$ cat src/sv/serial_command_time_of_day_clock_defines.svh
// Assertion macros used by the clock top level.
`ifndef SERIAL_COMMAND_TIME_OF_DAY_CLOCK_DEFINES_SVH
`define SERIAL_COMMAND_TIME_OF_DAY_CLOCK_DEFINES_SVH
`define SCT_ASSERT(lbl, prop, msg) \
  lbl: assert property (@(posedge clk) disable iff (!rst_n) prop) else $error(msg);
`define SCT_ASSERT_NEXT(lbl, a, b, msg) \
  lbl: assert property (@(posedge clk) disable iff (!rst_n) (a) |=> (b)) else $error(msg);
`endif

$ cat src/sv/sctc_pkg.sv
// Package with constants, types and tables of the clock.
package sctc_pkg;
  localparam int unsigned FrameMax = 60;
  localparam logic [7:0] FrameMaxB = 8'(FrameMax);
  localparam logic [3:0] TextCut = (FrameMax - 1 > 15) ? 4'd15 : 4'(FrameMax - 1);
  localparam int unsigned CmdSlots = 14;
  localparam logic [7:0] TpsReset = 8'd50;
  localparam logic [7:0] ToReset = 8'd1;
  localparam logic REG_TPS = 1'b0;
  localparam logic REG_TO = 1'b1;

  typedef enum logic [4:0] {
    ST_IDLE = 5'b00001,
    ST_ADD  = 5'b00010,
    ST_FMT  = 5'b00100,
    ST_SEND = 5'b01000,
    ST_ERR  = 5'b10000
  } state_t;

  typedef struct packed {
    logic [3:0] tens;
    logic [3:0] ones;
  } bcd_t;

  function automatic logic [7:0] err_char(input logic [3:0] i);
    logic [7:0] c;
    unique case (i)
      4'd0: c = "E";  4'd1: c = "r";  4'd2: c = "r";  4'd3: c = "o";
      4'd4: c = "r";  4'd5: c = " ";  4'd6: c = "C";  4'd7: c = "o";
      4'd8: c = "m";  4'd9: c = "m";  4'd10: c = "a"; 4'd11: c = "n";
      4'd12: c = "d"; default: c = "!";
    endcase
    return c;
  endfunction

  function automatic bcd_t to_bcd(input logic [5:0] v);
    bcd_t r;
    r.tens = 4'((12'(v) * 12'd52) >> 9);
    r.ones = 4'(v - 6'(r.tens) * 6'd10);
    return r;
  endfunction

  function automatic logic is_dig(input logic [7:0] c);
    return c >= "0" && c <= "9";
  endfunction
endpackage

$ cat src/sv/sctc_parse.sv
// Command text parser: prefix match, time field check and values.
module sctc_parse (
  input  logic [13:0][7:0] chars,
  input  logic [3:0]       text_length,
  output logic             is_get,
  output logic             is_set,
  output logic             is_inc,
  output logic             time_ok,
  output logic [4:0]       h,
  output logic [5:0]       m,
  output logic [5:0]       s
);
  logic pre;
  logic fmt;
  logic [6:0] hv, mv, sv;
  always_comb begin
    pre = chars[0] == "A" && chars[1] == "T" && chars[2] == "+";
    is_get = text_length == 4'd6 && pre && chars[3] == "G" && chars[4] == "E" &&
             chars[5] == "T";
    is_set = text_length == 4'd14 && pre && chars[3] == "S" && chars[4] == "E" &&
             chars[5] == "T";
    is_inc = text_length == 4'd14 && pre && chars[3] == "I" && chars[4] == "N" &&
             chars[5] == "C";
    fmt = sctc_pkg::is_dig(chars[6]) && sctc_pkg::is_dig(chars[7]) && chars[8] == ":" &&
          sctc_pkg::is_dig(chars[9]) && sctc_pkg::is_dig(chars[10]) &&
          chars[11] == ":" && sctc_pkg::is_dig(chars[12]) && sctc_pkg::is_dig(chars[13]);
    hv = 7'(chars[6][3:0]) * 7'd10 + 7'(chars[7][3:0]);
    mv = 7'(chars[9][3:0]) * 7'd10 + 7'(chars[10][3:0]);
    sv = 7'(chars[12][3:0]) * 7'd10 + 7'(chars[13][3:0]);
    time_ok = fmt && hv <= 7'd23 && mv <= 7'd59 && sv <= 7'd59;
    h = hv[4:0];
    m = mv[5:0];
    s = sv[5:0];
  end
endmodule

$ cat src/sv/serial_command_time_of_day_clock.sv
// Top level of the serial command time-of-day clock.
// A tick or byte that closes no frame, or that closes a valid SET command, leaves the clock idle.
// A GET reply passes the format state, then 8 byte transfers; INC first adds seconds, minutes
// and hours on the shared carry adder; the error text is 14 transfers right after the close.
// A low out_tready stalls the reply, and in_tready stays low until the last byte.
// Synchronous active-low reset clears time, counters and frame state and reloads the registers.
`include "serial_command_time_of_day_clock_defines.svh"
module serial_command_time_of_day_clock (
  input  logic       clk,
  input  logic       rst_n,
  input  logic       in_tvalid,
  output logic       in_tready,
  input  logic [7:0] in_tdata,   // [7:0] rx_byte
  input  logic       in_tuser,   // cmd
  output logic       out_tvalid,
  input  logic       out_tready,
  output logic [7:0] out_tdata,  // [7:0] tx_byte
  output logic       out_tlast,  // last
  input  logic       cfg_valid,
  output logic       cfg_ready,
  input  logic       cfg_index,
  input  logic [7:0] cfg_data
);
  sctc_pkg::state_t st_r, st_nxt;
  logic [7:0] tps_r, to_r, div_r, fc_r, tc_r;
  logic [4:0] hr_r;
  logic [5:0] mn_r, sc_r;
  logic rcv_r, ended_r;
  logic [3:0] tl_r;
  logic [13:0][7:0] ch_r;
  logic [1:0] step_r;
  logic cy_r;
  logic [3:0] idx_r;
  logic [13:0][7:0] msg_r;
  logic is_get, is_set, is_inc, tok;
  logic [4:0] ph;
  logic [5:0] pm, ps;
  logic acc;
  logic [7:0] div_inc, tc_inc;
  logic [4:0] nh;
  logic [5:0] nm, ns;
  logic close;
  logic [3:0] tl_cl;
  logic [6:0] sum;
  sctc_pkg::bcd_t hb, mb, sb;

  sctc_parse u_parse (.chars(ch_r), .text_length(tl_cl), .is_get(is_get), .is_set(is_set),
    .is_inc(is_inc), .time_ok(tok), .h(ph), .m(pm), .s(ps));

  assign in_tready = st_r == sctc_pkg::ST_IDLE;
  assign cfg_ready = 1'b1;
  assign acc = in_tvalid && in_tready;
  assign out_tvalid = st_r == sctc_pkg::ST_SEND || st_r == sctc_pkg::ST_ERR;
  assign out_tdata = (st_r == sctc_pkg::ST_ERR) ? sctc_pkg::err_char(idx_r) : msg_r[idx_r];
  assign out_tlast = (st_r == sctc_pkg::ST_ERR) ? idx_r == 4'd13 : idx_r == 4'd7;
  assign hb = sctc_pkg::to_bcd({1'b0, hr_r});
  assign mb = sctc_pkg::to_bcd(mn_r);
  assign sb = sctc_pkg::to_bcd(sc_r);

  always_comb begin
    div_inc = div_r + 8'd1;
    tc_inc = tc_r + 8'd1;
    close = 1'b0;
    tl_cl = tl_r;
    if (!in_tuser) close = rcv_r && tc_inc >= to_r;
    else if (rcv_r && fc_r >= sctc_pkg::FrameMaxB) begin
      close = 1'b1;
      if (tl_r > sctc_pkg::TextCut) tl_cl = sctc_pkg::TextCut;
    end
    unique case (step_r)
      2'd0: sum = 7'(sc_r) + 7'(ps);
      2'd1: sum = 7'(mn_r) + 7'(pm) + 7'(cy_r);
      default: sum = 7'(hr_r) + 7'(ph) + 7'(cy_r);
    endcase
  end

  always_comb begin
    nh = hr_r; nm = mn_r; ns = sc_r;
    if (!in_tuser && div_inc >= tps_r) begin
      if (sc_r == 6'd59) begin
        ns = '0;
        if (mn_r == 6'd59) begin
          nm = '0;
          nh = (hr_r == 5'd23) ? 5'd0 : hr_r + 5'd1;
        end else nm = mn_r + 6'd1;
      end else ns = sc_r + 6'd1;
    end
    if (close && is_set && tok) begin
      nh = ph; nm = pm; ns = ps;
    end
  end

  always_comb begin
    st_nxt = st_r;
    unique case (st_r)
      sctc_pkg::ST_IDLE: if (acc && close) begin
        if (is_get) st_nxt = sctc_pkg::ST_FMT;
        else if (is_inc && tok) st_nxt = sctc_pkg::ST_ADD;
        else if (!(is_set && tok)) st_nxt = sctc_pkg::ST_ERR;
      end
      sctc_pkg::ST_ADD: if (step_r == 2'd2) st_nxt = sctc_pkg::ST_FMT;
      sctc_pkg::ST_FMT: st_nxt = sctc_pkg::ST_SEND;
      sctc_pkg::ST_SEND: if (out_tready && out_tlast) st_nxt = sctc_pkg::ST_IDLE;
      sctc_pkg::ST_ERR: if (out_tready && out_tlast) st_nxt = sctc_pkg::ST_IDLE;
      default: st_nxt = sctc_pkg::ST_IDLE;
    endcase
  end

  always_ff @(posedge clk) begin
    if (!rst_n) begin
      st_r <= sctc_pkg::ST_IDLE;
      tps_r <= sctc_pkg::TpsReset; to_r <= sctc_pkg::ToReset;
      div_r <= '0; fc_r <= '0; tc_r <= '0; hr_r <= '0; mn_r <= '0; sc_r <= '0;
      rcv_r <= 1'b0; ended_r <= 1'b0; tl_r <= '0; step_r <= '0; idx_r <= '0;
      cy_r <= 1'b0;
    end else begin
      st_r <= st_nxt;
      if (cfg_valid) begin
        if (cfg_index == sctc_pkg::REG_TPS) tps_r <= cfg_data;
        else to_r <= cfg_data;
      end
      if (acc) begin
        hr_r <= nh; mn_r <= nm; sc_r <= ns;
        if (!in_tuser) begin
          div_r <= (div_inc >= tps_r) ? 8'd0 : div_inc;
          if (rcv_r) tc_r <= tc_inc;
        end
        if (close) begin
          rcv_r <= 1'b0;
          tl_r <= tl_cl;
          idx_r <= '0;
          step_r <= '0;
          cy_r <= 1'b0;
        end else if (in_tuser) begin
          if (!rcv_r) begin
            rcv_r <= 1'b1; tc_r <= '0; fc_r <= 8'd1; tl_r <= '0;
            ended_r <= in_tdata == 8'd0;
            if (in_tdata != 8'd0) begin
              ch_r[0] <= in_tdata; tl_r <= 4'd1;
            end
          end else begin
            fc_r <= fc_r + 8'd1;
            if (!ended_r) begin
              if (in_tdata == 8'd0) ended_r <= 1'b1;
              else begin
                if (tl_r < 4'(sctc_pkg::CmdSlots)) ch_r[tl_r] <= in_tdata;
                if (tl_r != 4'd15) tl_r <= tl_r + 4'd1;
              end
            end
          end
        end
      end
      if (st_r == sctc_pkg::ST_ADD) begin
        step_r <= step_r + 2'd1;
        unique case (step_r)
          2'd0: begin
            cy_r <= sum > 7'd59;
            sc_r <= (sum > 7'd59) ? 6'(sum - 7'd60) : sum[5:0];
          end
          2'd1: begin
            cy_r <= sum > 7'd59;
            mn_r <= (sum > 7'd59) ? 6'(sum - 7'd60) : sum[5:0];
          end
          default: hr_r <= (sum > 7'd23) ? 5'(sum - 7'd24) : sum[4:0];
        endcase
      end
      if (out_tvalid && out_tready) idx_r <= idx_r + 4'd1;
    end
  end

  always_ff @(posedge clk) begin
    if (st_r == sctc_pkg::ST_FMT) begin
      msg_r[0] <= {4'h3, hb.tens};
      msg_r[1] <= {4'h3, hb.ones};
      msg_r[2] <= ":";
      msg_r[3] <= {4'h3, mb.tens};
      msg_r[4] <= {4'h3, mb.ones};
      msg_r[5] <= ":";
      msg_r[6] <= {4'h3, sb.tens};
      msg_r[7] <= {4'h3, sb.ones};
      msg_r[13:8] <= '0;
    end
  end

  `SCT_ASSERT(a_ready_idle, in_tready |-> !out_tvalid, "ready while sending")
  `SCT_ASSERT(a_time_range, hr_r <= 5'd23 && mn_r <= 6'd59 && sc_r <= 6'd59, "time range")
  `SCT_ASSERT_NEXT(a_fmt_send, st_r == sctc_pkg::ST_FMT, st_r == sctc_pkg::ST_SEND,
    "format must lead to send")
endmodule

$ cat config.mk
export PLATFORM = sky130hd
export DESIGN_NAME = serial_command_time_of_day_clock
export DESIGN_NICKNAME = d
export VERILOG_FILES = /design/src/sv/sctc_pkg.sv /design/src/sv/sctc_parse.sv /design/src/sv/serial_command_time_of_day_clock.sv
export VERILOG_INCLUDE_DIRS = /design/src /design/src/sv
export SDC_FILE = /design/constraint.sdc
export NUM_CORES = 1
export LEC_CHECK = 0
export ABC_AREA = 1
export BUFFER_PORTS_ARGS = -buffer_cell sky130_fd_sc_hd__buf_2
export CORE_MARGIN = 2
export CORE_UTILIZATION = 57
export CTS_CLUSTER_SIZE = 24
export DETAILED_ROUTE_END_ITERATION = 10
export GPL_TIMING_DRIVEN = 0
export PLACE_DENSITY = 0.77
export SLEW_MARGIN = 20
export SYNTH_ARGS = -nofsm -noshare
export SYNTH_HDL_FRONTEND = slang
export SYNTH_SLANG_ARGS = --single-unit
$ cat constraint.sdc
create_clock -name clk -period 3.45 [get_ports clk]
set_clock_uncertainty 0.15 [all_clocks]
set_input_delay 0.69 -clock clk [delete_from_list [all_inputs] [get_ports clk]]
set_output_delay 0.69 -clock clk [all_outputs]
set_load 0.1 [all_outputs]
==> load_flow_metrics.sql, run 1 <==
INSERT INTO impl_metrics (metric_group, metric, value, unit) VALUES
('timing', 'final_period_minus_worst_setup_slack', '3560', 'ps'),
('layout', 'seqCellArea', '0.00566', 'sq mm'),
('worst_hold_path', 'min_delay_worst_type', 'in -> reg', ''),
('cts', 'cts.sinks', '214', ''),
('power_and_ir_drop', 'vdd.ir_drop.worst', '467', 'uV'),
('layout', 'post-route-cell-area', '0.0160', 'sq mm'),
('layout', 'nNetsFinal', '1844', ''),
('synth', 'synth_async_sr_flop_share', '0', '%'),
('timing', 'post-route-period-util', '103', '%'),
('grt', 'grt_remaining_overflow', '0', ''),
('status', 'failed_checks', 'setup timing', ''),
('setup_path', 'reg2reg_to', 'mn_r[2]$_SDFF_PN0_', ''),
('timing', 'setup_repair_after_global_routing_missed_its_margin', 'yes', ''),
('grt', 'grt_first_pass_wirelength', '48700', 'um'),
('timing', 'layout_setup_ws', '-112', 'ps'),
('setup_path', 'timing.critical_path.fanout_max', '6', ''),
('synth', 'synth_enable_flop_cells', '132', ''),
('cts', 'clock_insertion_delay_at_the_later_pin_of_the_skew_report', '520', 'ps'),
('grt', 'first_global_vias', '10300', ''),
('synth', 'ys_types', '51', ''),
('routing', 'drt_iter0_markers', '650', ''),
('timing', 'fin_worst_hold_slack', '265', 'ps'),
('power_and_ir_drop', 'cellLeakagePower', '0.00706', 'uW'),
('routing', 'routed_via_density', '5.61', ''),
('setup_path', 'cp.required', '3750', 'ps'),
('floorplanning', 'row_count', '55', ''),
('floorplanning', 'die_outline_area', '0.0243', 'sq mm'),
('layout', 'antenna_cells_inserted', '0', ''),
('layout', 'final_cell_mix', 'sky130_fd_sc_hd__nand2_1 (279), sky130_fd_sc_hd__inv_1 (242), sky130_fd_sc_hd__edfxtp_1 (132)', ''),
('setup_path', 'cp-start-kind', 'register', ''),
('status', 'result_of_the_run', 'complete, but fails checks', ''),
('routing', 'drt_pre_antenna_iters', '5', ''),
('layout', 'multiInputGateArea', '0.00742', 'sq mm'),
('timing', 'final_hold_viol_count', '0', ''),
('cts', 'clk_path_buf_depth', '3', ''),
('layout', 'utilization', '70.5', '%'),
('power_and_ir_drop', 'finalPower', '7110', 'uW'),
('synth', 'syn-mean-instance-area', '8.38', 'sq um'),
('timing', 'final-setup-viol-count', '12', ''),
('layout', 'proportion_of_layout_cells_with_a_drive_suffix_above_1', '21.0', '%'),
('setup_path', 'crit_path_end_kind', 'register', ''),
('grt', 'grt_start_max_net_pins', '22', ''),
('synth', 'yosys_register_bits', '214', ''),
('layout', 'filler_instances', '1616', ''),
('grt', 'gr-usage-all-layers', '24.9', '%'),
('routing', 'detail_route.wl_per_cell', '16.1', 'um'),
('grt', 'antenna_found_initial', '0', ''),
('setup_path', 'reg2reg_setup_slack', '-110', 'ps'),
('place', 'io_buffer_count', '32', ''),
('floorplanning', 'floorplan.core_area', '0.0226', 'sq mm'),
('routing', 'count_of_vias_placed_by_the_detailed_router', '11100', ''),
('place', 'globalplace.congestion', '0.939', ''),
('routing', 'drt_drc_violations_left', '0', ''),
('setup_path', 'setup.worst_path.start', 'ch_r[72]$_DFFE_PP_', ''),
('floorplanning', 'io-pin-count', '35', ''),
('floorplanning', 'die_height', '156', 'um'),
('setup_path', 'crit-reg2reg-launch', 'ch_r[72]$_DFFE_PP_', ''),
('power_and_ir_drop', 'p_per_area', '446', 'mW/mm^2'),
('cts', 'cts.htree.levels', '1', ''),
('cts', 'clock-root-buffer', 'sky130_fd_sc_hd__clkbuf_16', ''),
('timing', 'worst_slew_pin_slew', '858', 'ps'),
('timing', 'final-max-slew-violation-count', '0', ''),
('place', 'place_area', '0.0137', 'sq mm'),
('place', 'dp.final_hpwl', '21300', 'um'),
('synth', 'synth-seq-area-share', '42.7', '%'),
('floorplanning', 'chipWidth', '156', 'um'),
('synth', 'mappedNetlistArea', '0.0131', 'sq mm'),
('synth', 'synth_nets', '1729', ''),
('layout', 'layout_commonest_cell', 'sky130_fd_sc_hd__nand2_1', ''),
('setup_path', 'critPathArrivalTime', '3860', 'ps'),
('floorplanning', 'starting_utilization_of_the_core_area', '58.0', '%');
cells by family (layout without fill, tap and decap cells):
group,count (synthesis),count (layout),synth area share (%)
and+or+nand+nor,645,646,21.8
buffers and inverters,299,430,8.74
AOI/OAI and AO/OA,227,227,9.61
DFF,214,214,42.7
adders and majority gates,140,140,14.4
xor gates and xnor gates,39,39,2.60
other,2,2,0.0572
worst min path at each step:
stage / startpoint / endpoint / cells past startpoint
final: cfg_data[1] / tps_r[1]$_SDFFE_PN1P_ / 3
after global routing: cfg_data[1] / tps_r[1]$_SDFFE_PN1P_ / 3
after CTS: cfg_data[1] / tps_r[1]$_SDFFE_PN1P_ / 3
after detailed placement: fc_r[7]$_SDFFE_PN0P_ / fc_r[7]$_SDFFE_PN0P_ / 2
after global placement: fc_r[7]$_SDFFE_PN0P_ / fc_r[7]$_SDFFE_PN0P_ / 2
after floorplan: fc_r[6]$_SDFFE_PN0P_ / fc_r[6]$_SDFFE_PN0P_ / 2
through the flow:
stage	setup TNS [ps]	cells
global route	-3890	1983
global placement	-55400	1883
detailed placement	-65950	1883
CTS	0	1954
floorplan	-34.0	1566
finish	-952	1983
layout make-up:
class	instances	share of cell area, %
Buffer	31	0.886
Clock buffer	27	3.76
Clock inverter	15	1.01
Inverter	268	6.40
Multi-Input combinational cell	1054	46.5
Sequential cell	214	35.5
Tap cell	285	2.23
Timing Repair Buffer	89	3.73
timing repair:
| item | 4_1_cts | 5_1_grt |
|---|---|---|
| endpoints found under the setup margin | 131 | 138 |
| setup buffers | 29 | 28 |
| hold endpoints to repair | 0 | 0 |
| pin swaps | 39 | 62 |
| hold buffers | 0 | 0 |
| cloned | 0 | 1 |
| resized for setup | 138 | 122 |
metal layers:
metal  wire, um  vias to the layer above  track usage (%)  part of all wire (%)
met5          0                        -                0                     0
met4       1270                        0             7.60                   4.0
met3       1840                       95             3.11                   5.7
met2      16000                      393             45.2                    50
li1           -                     5438                -                     -
met1      12900                     5204             31.1                    40
cells in the mapped netlist, types with 4 or more instances:
library cell | count | area (sq um)
sky130_fd_sc_hd__a21oi_1 | 99 | 495
sky130_fd_sc_hd__a221oi_1 | 4 | 35.0
sky130_fd_sc_hd__a22oi_1 | 5 | 37.5
sky130_fd_sc_hd__a31oi_1 | 6 | 37.5
sky130_fd_sc_hd__buf_2 | 5 | 25.0
sky130_fd_sc_hd__buf_4 | 5 | 37.5
sky130_fd_sc_hd__clkbuf_1 | 20 | 75.1
sky130_fd_sc_hd__dfxtp_1 | 82 | 1640
sky130_fd_sc_hd__edfxtp_1 | 132 | 3960
sky130_fd_sc_hd__fa_1 | 19 | 380
sky130_fd_sc_hd__ha_1 | 121 | 1510
sky130_fd_sc_hd__inv_1 | 261 | 980
sky130_fd_sc_hd__inv_2 | 6 | 22.5
sky130_fd_sc_hd__nand2_1 | 313 | 1170
sky130_fd_sc_hd__nand3_1 | 118 | 591
sky130_fd_sc_hd__nand3b_1 | 10 | 75.1
sky130_fd_sc_hd__nand4_1 | 39 | 244
sky130_fd_sc_hd__nor2_1 | 119 | 447
sky130_fd_sc_hd__nor3_1 | 14 | 70.1
sky130_fd_sc_hd__nor4_1 | 4 | 25.0
sky130_fd_sc_hd__o211ai_1 | 6 | 45.0
sky130_fd_sc_hd__o21ai_0 | 81 | 405
sky130_fd_sc_hd__o22ai_1 | 6 | 37.5
sky130_fd_sc_hd__o31ai_1 | 4 | 30.0
sky130_fd_sc_hd__or2_2 | 7 | 43.8
sky130_fd_sc_hd__xnor2_1 | 14 | 123
sky130_fd_sc_hd__xor2_1 | 25 | 219
state kept, by name (all words and copies together) (netlist names), named ones only:
register / cells
ch_r: 112
msg_r: 20
div_r: 8
fc_r: 8
tc_r: 8
to_r: 8
tps_r: 8
mn_r: 6
sc_r: 6
hr_r: 5
st_r: 5
idx_r: 4
tl_r: 4
step_r: 2
cy_r: 1
ended_r: 1
rcv_r: 1
report_power, final:
group / internal (uW) / switching, uW / total (uW) / leakage, uW
combinational: 535 / 1210 / 1750 / 0.00484
clock: 1480 / 1020 / 2500 / 0.000379
sequential: 2790 / 72.6 / 2870 / 0.00184
critical path, stage by stage (launching register included):
cell and delay [ps]:
sky130_fd_sc_hd__edfxtp_1 490, sky130_fd_sc_hd__ha_4 230, sky130_fd_sc_hd__fa_2 620, sky130_fd_sc_hd__ha_4 240, sky130_fd_sc_hd__nand2_2 80, sky130_fd_sc_hd__nand2_2 60
sky130_fd_sc_hd__a31oi_2 180, sky130_fd_sc_hd__nor2_1 70, sky130_fd_sc_hd__nor2_1 100, sky130_fd_sc_hd__nand2_1 120, sky130_fd_sc_hd__nand3_4 150, sky130_fd_sc_hd__ha_4 160
sky130_fd_sc_hd__inv_2 30, sky130_fd_sc_hd__nor2_2 80, sky130_fd_sc_hd__nand3_2 100, sky130_fd_sc_hd__nand3_4 160, sky130_fd_sc_hd__nand3_2 150, sky130_fd_sc_hd__nand3_2 130
sky130_fd_sc_hd__nand2_1 70, sky130_fd_sc_hd__a21oi_2 120
Note: power is estimated with default switching activity, not from simulation.
==> inputs of run 2 (changes only) <==
--- a/config.mk
+++ b/config.mk
@@ -6,7 +6,6 @@
 export SDC_FILE = /design/constraint.sdc
 export NUM_CORES = 1
 export LEC_CHECK = 0
-export ABC_AREA = 1
 export BUFFER_PORTS_ARGS = -buffer_cell sky130_fd_sc_hd__buf_2
 export CORE_MARGIN = 2
 export CORE_UTILIZATION = 57
@@ -14,6 +13,8 @@
 export DETAILED_ROUTE_END_ITERATION = 10
 export GPL_TIMING_DRIVEN = 0
 export PLACE_DENSITY = 0.77
+export REMOVE_ABC_BUFFERS = 1
+export SETUP_SLACK_MARGIN = 0.3
 export SLEW_MARGIN = 20
 export SYNTH_ARGS = -nofsm -noshare
 export SYNTH_HDL_FRONTEND = slang
==> load_flow_metrics.sql, run 2 <==
INSERT INTO impl_metrics (metric_group, metric, value, unit) VALUES
('power_and_ir_drop', 'power.combinational.fraction', '4.5', '%'),
('timing', 'final_period_minus_worst_setup_slack', '4290', 'ps'),
('setup_path', 'cp-start-kind', 'register', ''),
('power_and_ir_drop', 'p_per_area', '334', 'mW/mm^2'),
('synth', 'synth_async_sr_flop_share', '0', '%'),
('synth', 'synth_top_cells_by_area', 'sky130_fd_sc_hd__edfxtp_1 (31%), sky130_fd_sc_hd__dfxtp_1 (13%), sky130_fd_sc_hd__ha_1 (12%), sky130_fd_sc_hd__nand2_1 (3.7%), sky130_fd_sc_hd__a21oi_1 (3.2%)', ''),
('setup_path', 'critPathArrivalTime', '4570', 'ps'),
('place', 'place_area', '0.0132', 'sq mm'),
('timing', 'setup_repair_after_global_routing_missed_its_margin', 'yes', ''),
('cts', 'cts.sinks', '214', ''),
('grt', 'first_global_vias', '10600', ''),
('status', 'failed_checks', 'setup timing', ''),
('floorplanning', 'die_outline_area', '0.0236', 'sq mm'),
('floorplanning', 'row_count', '54', ''),
('layout', 'filler_instances', '1352', ''),
('power_and_ir_drop', 'vdd.ir_drop.worst', '400', 'uV'),
('timing', 'layout_setup_ws', '-844', 'ps'),
('synth', 'ys_types', '80', ''),
('routing', 'met3RoutedLength', '2630', 'um'),
('layout', 'largest_reg_flops', '112', ''),
('synth', 'mappedNetlistArea', '0.0128', 'sq mm'),
('layout', 'layout_commonest_cell', 'sky130_fd_sc_hd__edfxtp_1', ''),
('routing', 'count_of_vias_placed_by_the_detailed_router', '10900', ''),
('layout', 'reg_top3', 'ch_r: 112 flops, msg_r: 20 flops', ''),
('grt', 'gr-usage-all-layers', '28.3', '%'),
('setup_path', 'critical-path-top-cell-by-count', 'sky130_fd_sc_hd__ha_1', ''),
('routing', 'detail_route.wl_per_cell', '22.1', 'um'),
('layout', 'registers.top_by_ff_count', 'ch_r', ''),
('layout', 'nNetsFinal', '1553', ''),
('synth', 'biggest_area_consumer_among_synthesized_cells', 'sky130_fd_sc_hd__edfxtp_1', ''),
('layout', 'proportion_of_layout_cells_with_a_drive_suffix_above_1', '28.2', '%'),
('timing', 'final_hold_viol_count', '0', ''),
('routing', 'drt_pre_antenna_iters', '6', ''),
('layout', 'final_cell_mix', 'sky130_fd_sc_hd__edfxtp_1 (132), sky130_fd_sc_hd__nand2_1 (119), sky130_fd_sc_hd__ha_1 (87)', ''),
('setup_path', 'cp.required', '3720', 'ps'),
('timing', 'fmax', '233', 'MHz'),
('routing', 'met2_wirelength', '18200', 'um'),
('synth', 'netlist_instances', '1278', ''),
('setup_path', 'slowest_stage', 'sky130_fd_sc_hd__fa_2', ''),
('timing', 'fin_worst_hold_slack', '258', 'ps'),
('power_and_ir_drop', 'sw_share', '22.7', '%'),
('synth', 'synth-seq-area-share', '43.9', '%'),
('synth', 'yosys_most_used_dff', 'sky130_fd_sc_hd__edfxtp_1', ''),
('grt', 'antenna_found_initial', '0', ''),
('floorplanning', 'io-pin-count', '35', ''),
('setup_path', 'worst-setup-path-type', 'reg -> reg', ''),
('layout', 'multiInputGateArea', '0.00805', 'sq mm'),
('synth', 'yosys_register_bits', '214', ''),
('cts', 'clk_path_buf_depth', '3', ''),
('grt', 'grt_first_pass_wirelength', '54200', 'um'),
('synth', 'synth_enable_flop_cells', '132', ''),
('synth', 'yosys.area.top_type_share', '31.0', '%'),
('synth', 'leading_cell_type_by_number_of_instances_after_synthesis', 'sky130_fd_sc_hd__edfxtp_1', ''),
('timing', 'final-setup-viol-count', '25', ''),
('timing', 'maxSlewHeadroom', '34.7', '%'),
('cts', 'cts.htree.levels', '1', ''),
('setup_path', 'critical_path.max_stage_delay', '580', 'ps'),
('setup_path', 'crit_chain', 'ha_2, fa_2, ha_1, o21ai_0, o21ai_1, o22ai_2, a31oi_4, inv_2, ha_1, nor4b_4, nor2_1, mux2_4, a221oi_4', ''),
('cts', 'cts_bufs_inserted', '23', ''),
('layout', 'utilization', '74.0', '%'),
('setup_path', 'crit_path_end_kind', 'register', ''),
('routing', 'wl', '37200', 'um'),
('floorplanning', 'starting_utilization_of_the_core_area', '58.4', '%'),
('floorplanning', 'chipWidth', '154', 'um'),
('layout', 'antenna_cells_inserted', '0', ''),
('grt', 'grt_remaining_overflow', '0', ''),
('routing', 'wirelength_met1', '13800', 'um'),
('setup_path', 'critical_path.top_delay_family', 'adder cells', ''),
('status', 'result_of_the_run', 'complete, but fails checks', ''),
('worst_hold_path', 'min_delay_worst_type', 'in -> reg', ''),
('place', 'dp.final_hpwl', '20300', 'um'),
('timing', 'final-max-slew-violation-count', '0', ''),
('timing', 'tns', '-10400', 'ps'),
('grt', 'grt_start_max_net_pins', '29', ''),
('cts', 'clock-root-buffer', 'sky130_fd_sc_hd__clkbuf_16', ''),
('synth', 'syn-mean-instance-area', '10.0', 'sq um'),
('power_and_ir_drop', 'power_report.internal_total', '4190', 'uW'),
('floorplanning', 'die_height', '154', 'um'),
('layout', 'post-route-cell-area', '0.0162', 'sq mm'),
('layout', 'seqCellArea', '0.00566', 'sq mm'),
('job', 'max_cap_viol_count', '0', ''),
('cts', 'worst_setup_hold_path_clk_slew', '70', 'ps'),
('routing', 'residual_antenna_violating_net_count_after_detailed_routing', '0', ''),
('setup_path', 'path_buf_inv', '1', ''),
('power_and_ir_drop', 'seqPwrFrac', '50.5', '%'),
('timing', 'worst_slew_pin_slew', '979', 'ps'),
('setup_path', 'timing.critical_path.fanout_max', '4', ''),
('place', 'globalplace.congestion', '0.894', ''),
('timing', 'post-route-period-util', '124', '%'),
('routing', 'topRoutingLayerUsed', 'met4', ''),
('routing', 'routed_via_density', '6.48', ''),
('floorplanning', 'floorplan.core_area', '0.0219', 'sq mm'),
('routing', 'drt_drc_violations_left', '0', ''),
('synth', 'synth.top_cells.by_count', 'sky130_fd_sc_hd__edfxtp_1 (132), sky130_fd_sc_hd__nand2_1 (127), sky130_fd_sc_hd__ha_1 (121), sky130_fd_sc_hd__inv_1 (100), sky130_fd_sc_hd__nor2_1 (83)', ''),
('cts', 'cts_tree', 'done', ''),
('layout', 'layout_overhead_on_the_synthesized_area', '26.8', '%'),
('cts', 'clock_insertion_delay_at_the_later_pin_of_the_skew_report', '550', 'ps'),
('power_and_ir_drop', 'power.switching', '1230', 'uW'),
('power_and_ir_drop', 'cellLeakagePower', '0.00629', 'uW'),
('power_and_ir_drop', 'pwr-share-clk', '44.9', '%'),
('routing', 'drt_iter0_markers', '1153', ''),
('synth', 'yosysWarningCount', '0', ''),
('place', 'io_buffer_count', '32', '');
## run 2: cell count changes after synthesis, moves of 15 or more
cell / delta
sky130_fd_sc_hd__nand2_1: -186
sky130_fd_sc_hd__a21oi_1: -18
sky130_fd_sc_hd__o21ai_0: -32
sky130_fd_sc_hd__and2_1: +16
sky130_fd_sc_hd__nand4_1: -27
sky130_fd_sc_hd__nand3_1: -53
sky130_fd_sc_hd__inv_1: -161
sky130_fd_sc_hd__nor2_1: -36
sky130_fd_sc_hd__xnor2_1: +15
## run 2: cells by family after synthesis
kind of cell               share of synthesized area [%]
muxes                                               1.91
xor gates and xnor gates                            3.36
other                                             0.0588
adders and majority gates                           14.8
DFF                                                 43.9
and+or+nand+nor                                     17.4
buffers and inverters                               4.19
AOI/OAI and AO/OA                                   14.3
## run 2: stage by stage
stage	worst slack, ps	power (uW)	instances
6_report	-844	5420	1687
5_1_grt	-985	5580	1687
4_1_cts	-276	5410	1658
3_5_place_dp	-1050	3010	1553
3_3_place_gp	-1710	3000	1551
2_1_floorplan	-2370	2910	1239
## run 2: final timing paths
| check | from | to | slack, ps | cells after the start |
|---|---|---|---|---|
| max | ch_r[96]$_DFFE_PP_ | mn_r[5]$_SDFF_PN0_ | -840 | 13 |
| min | cfg_data[1] | tps_r[1]$_SDFFE_PN1P_ | 260 | 3 |
| max reg2reg | ch_r[96]$_DFFE_PP_ | mn_r[5]$_SDFF_PN0_ | -840 | 13 |
| min reg2reg | tps_r[7]$_SDFFE_PN0P_ | tps_r[7]$_SDFFE_PN0P_ | 310 | 2 |
## run 2: layout make-up
type	instances	area share, %
multi-input combinational	926	49.7
sequential	214	35.0
timing repair buffer	124	6.27
clock buffer	34	4.06
inverter	101	2.34
tap	280	2.16
clock inverter	8	0.487
## run 2: what timing repair did
action,CTS,global route
hold buffers,0,0
pin swaps,73,62
gates cloned,4,0
endpoints found under the setup margin,164,152
setup buffers,59,29
resized for setup,207,119
## run 2: worst register-to-register path, delay by kind of cell (launching register included)
kind	cells	cell delay, ps
DFF	1	470
muxes	1	330
and+or+nand+nor	2	440
buffers and inverters	1	170
adders and majority gates	4	1340
AOI/OAI and AO/OA	5	1300
## run 2: layer usage
layer  global-route usage (%)  up-vias
met2                     48.3      572
li1                         -     4912
met1                     33.5     5237
met3                     4.93      213
met4                     16.8        0
met5                        0        -
## run 2: power groups by stage
stage	clock (uW)	combinational, uW	sequential, uW
floorplan	0	118	2790
global placement	0	200	2800
detailed placement	0	211	2800
CTS	2440	231	2740
global route	2580	265	2740
finish	2430	246	2740
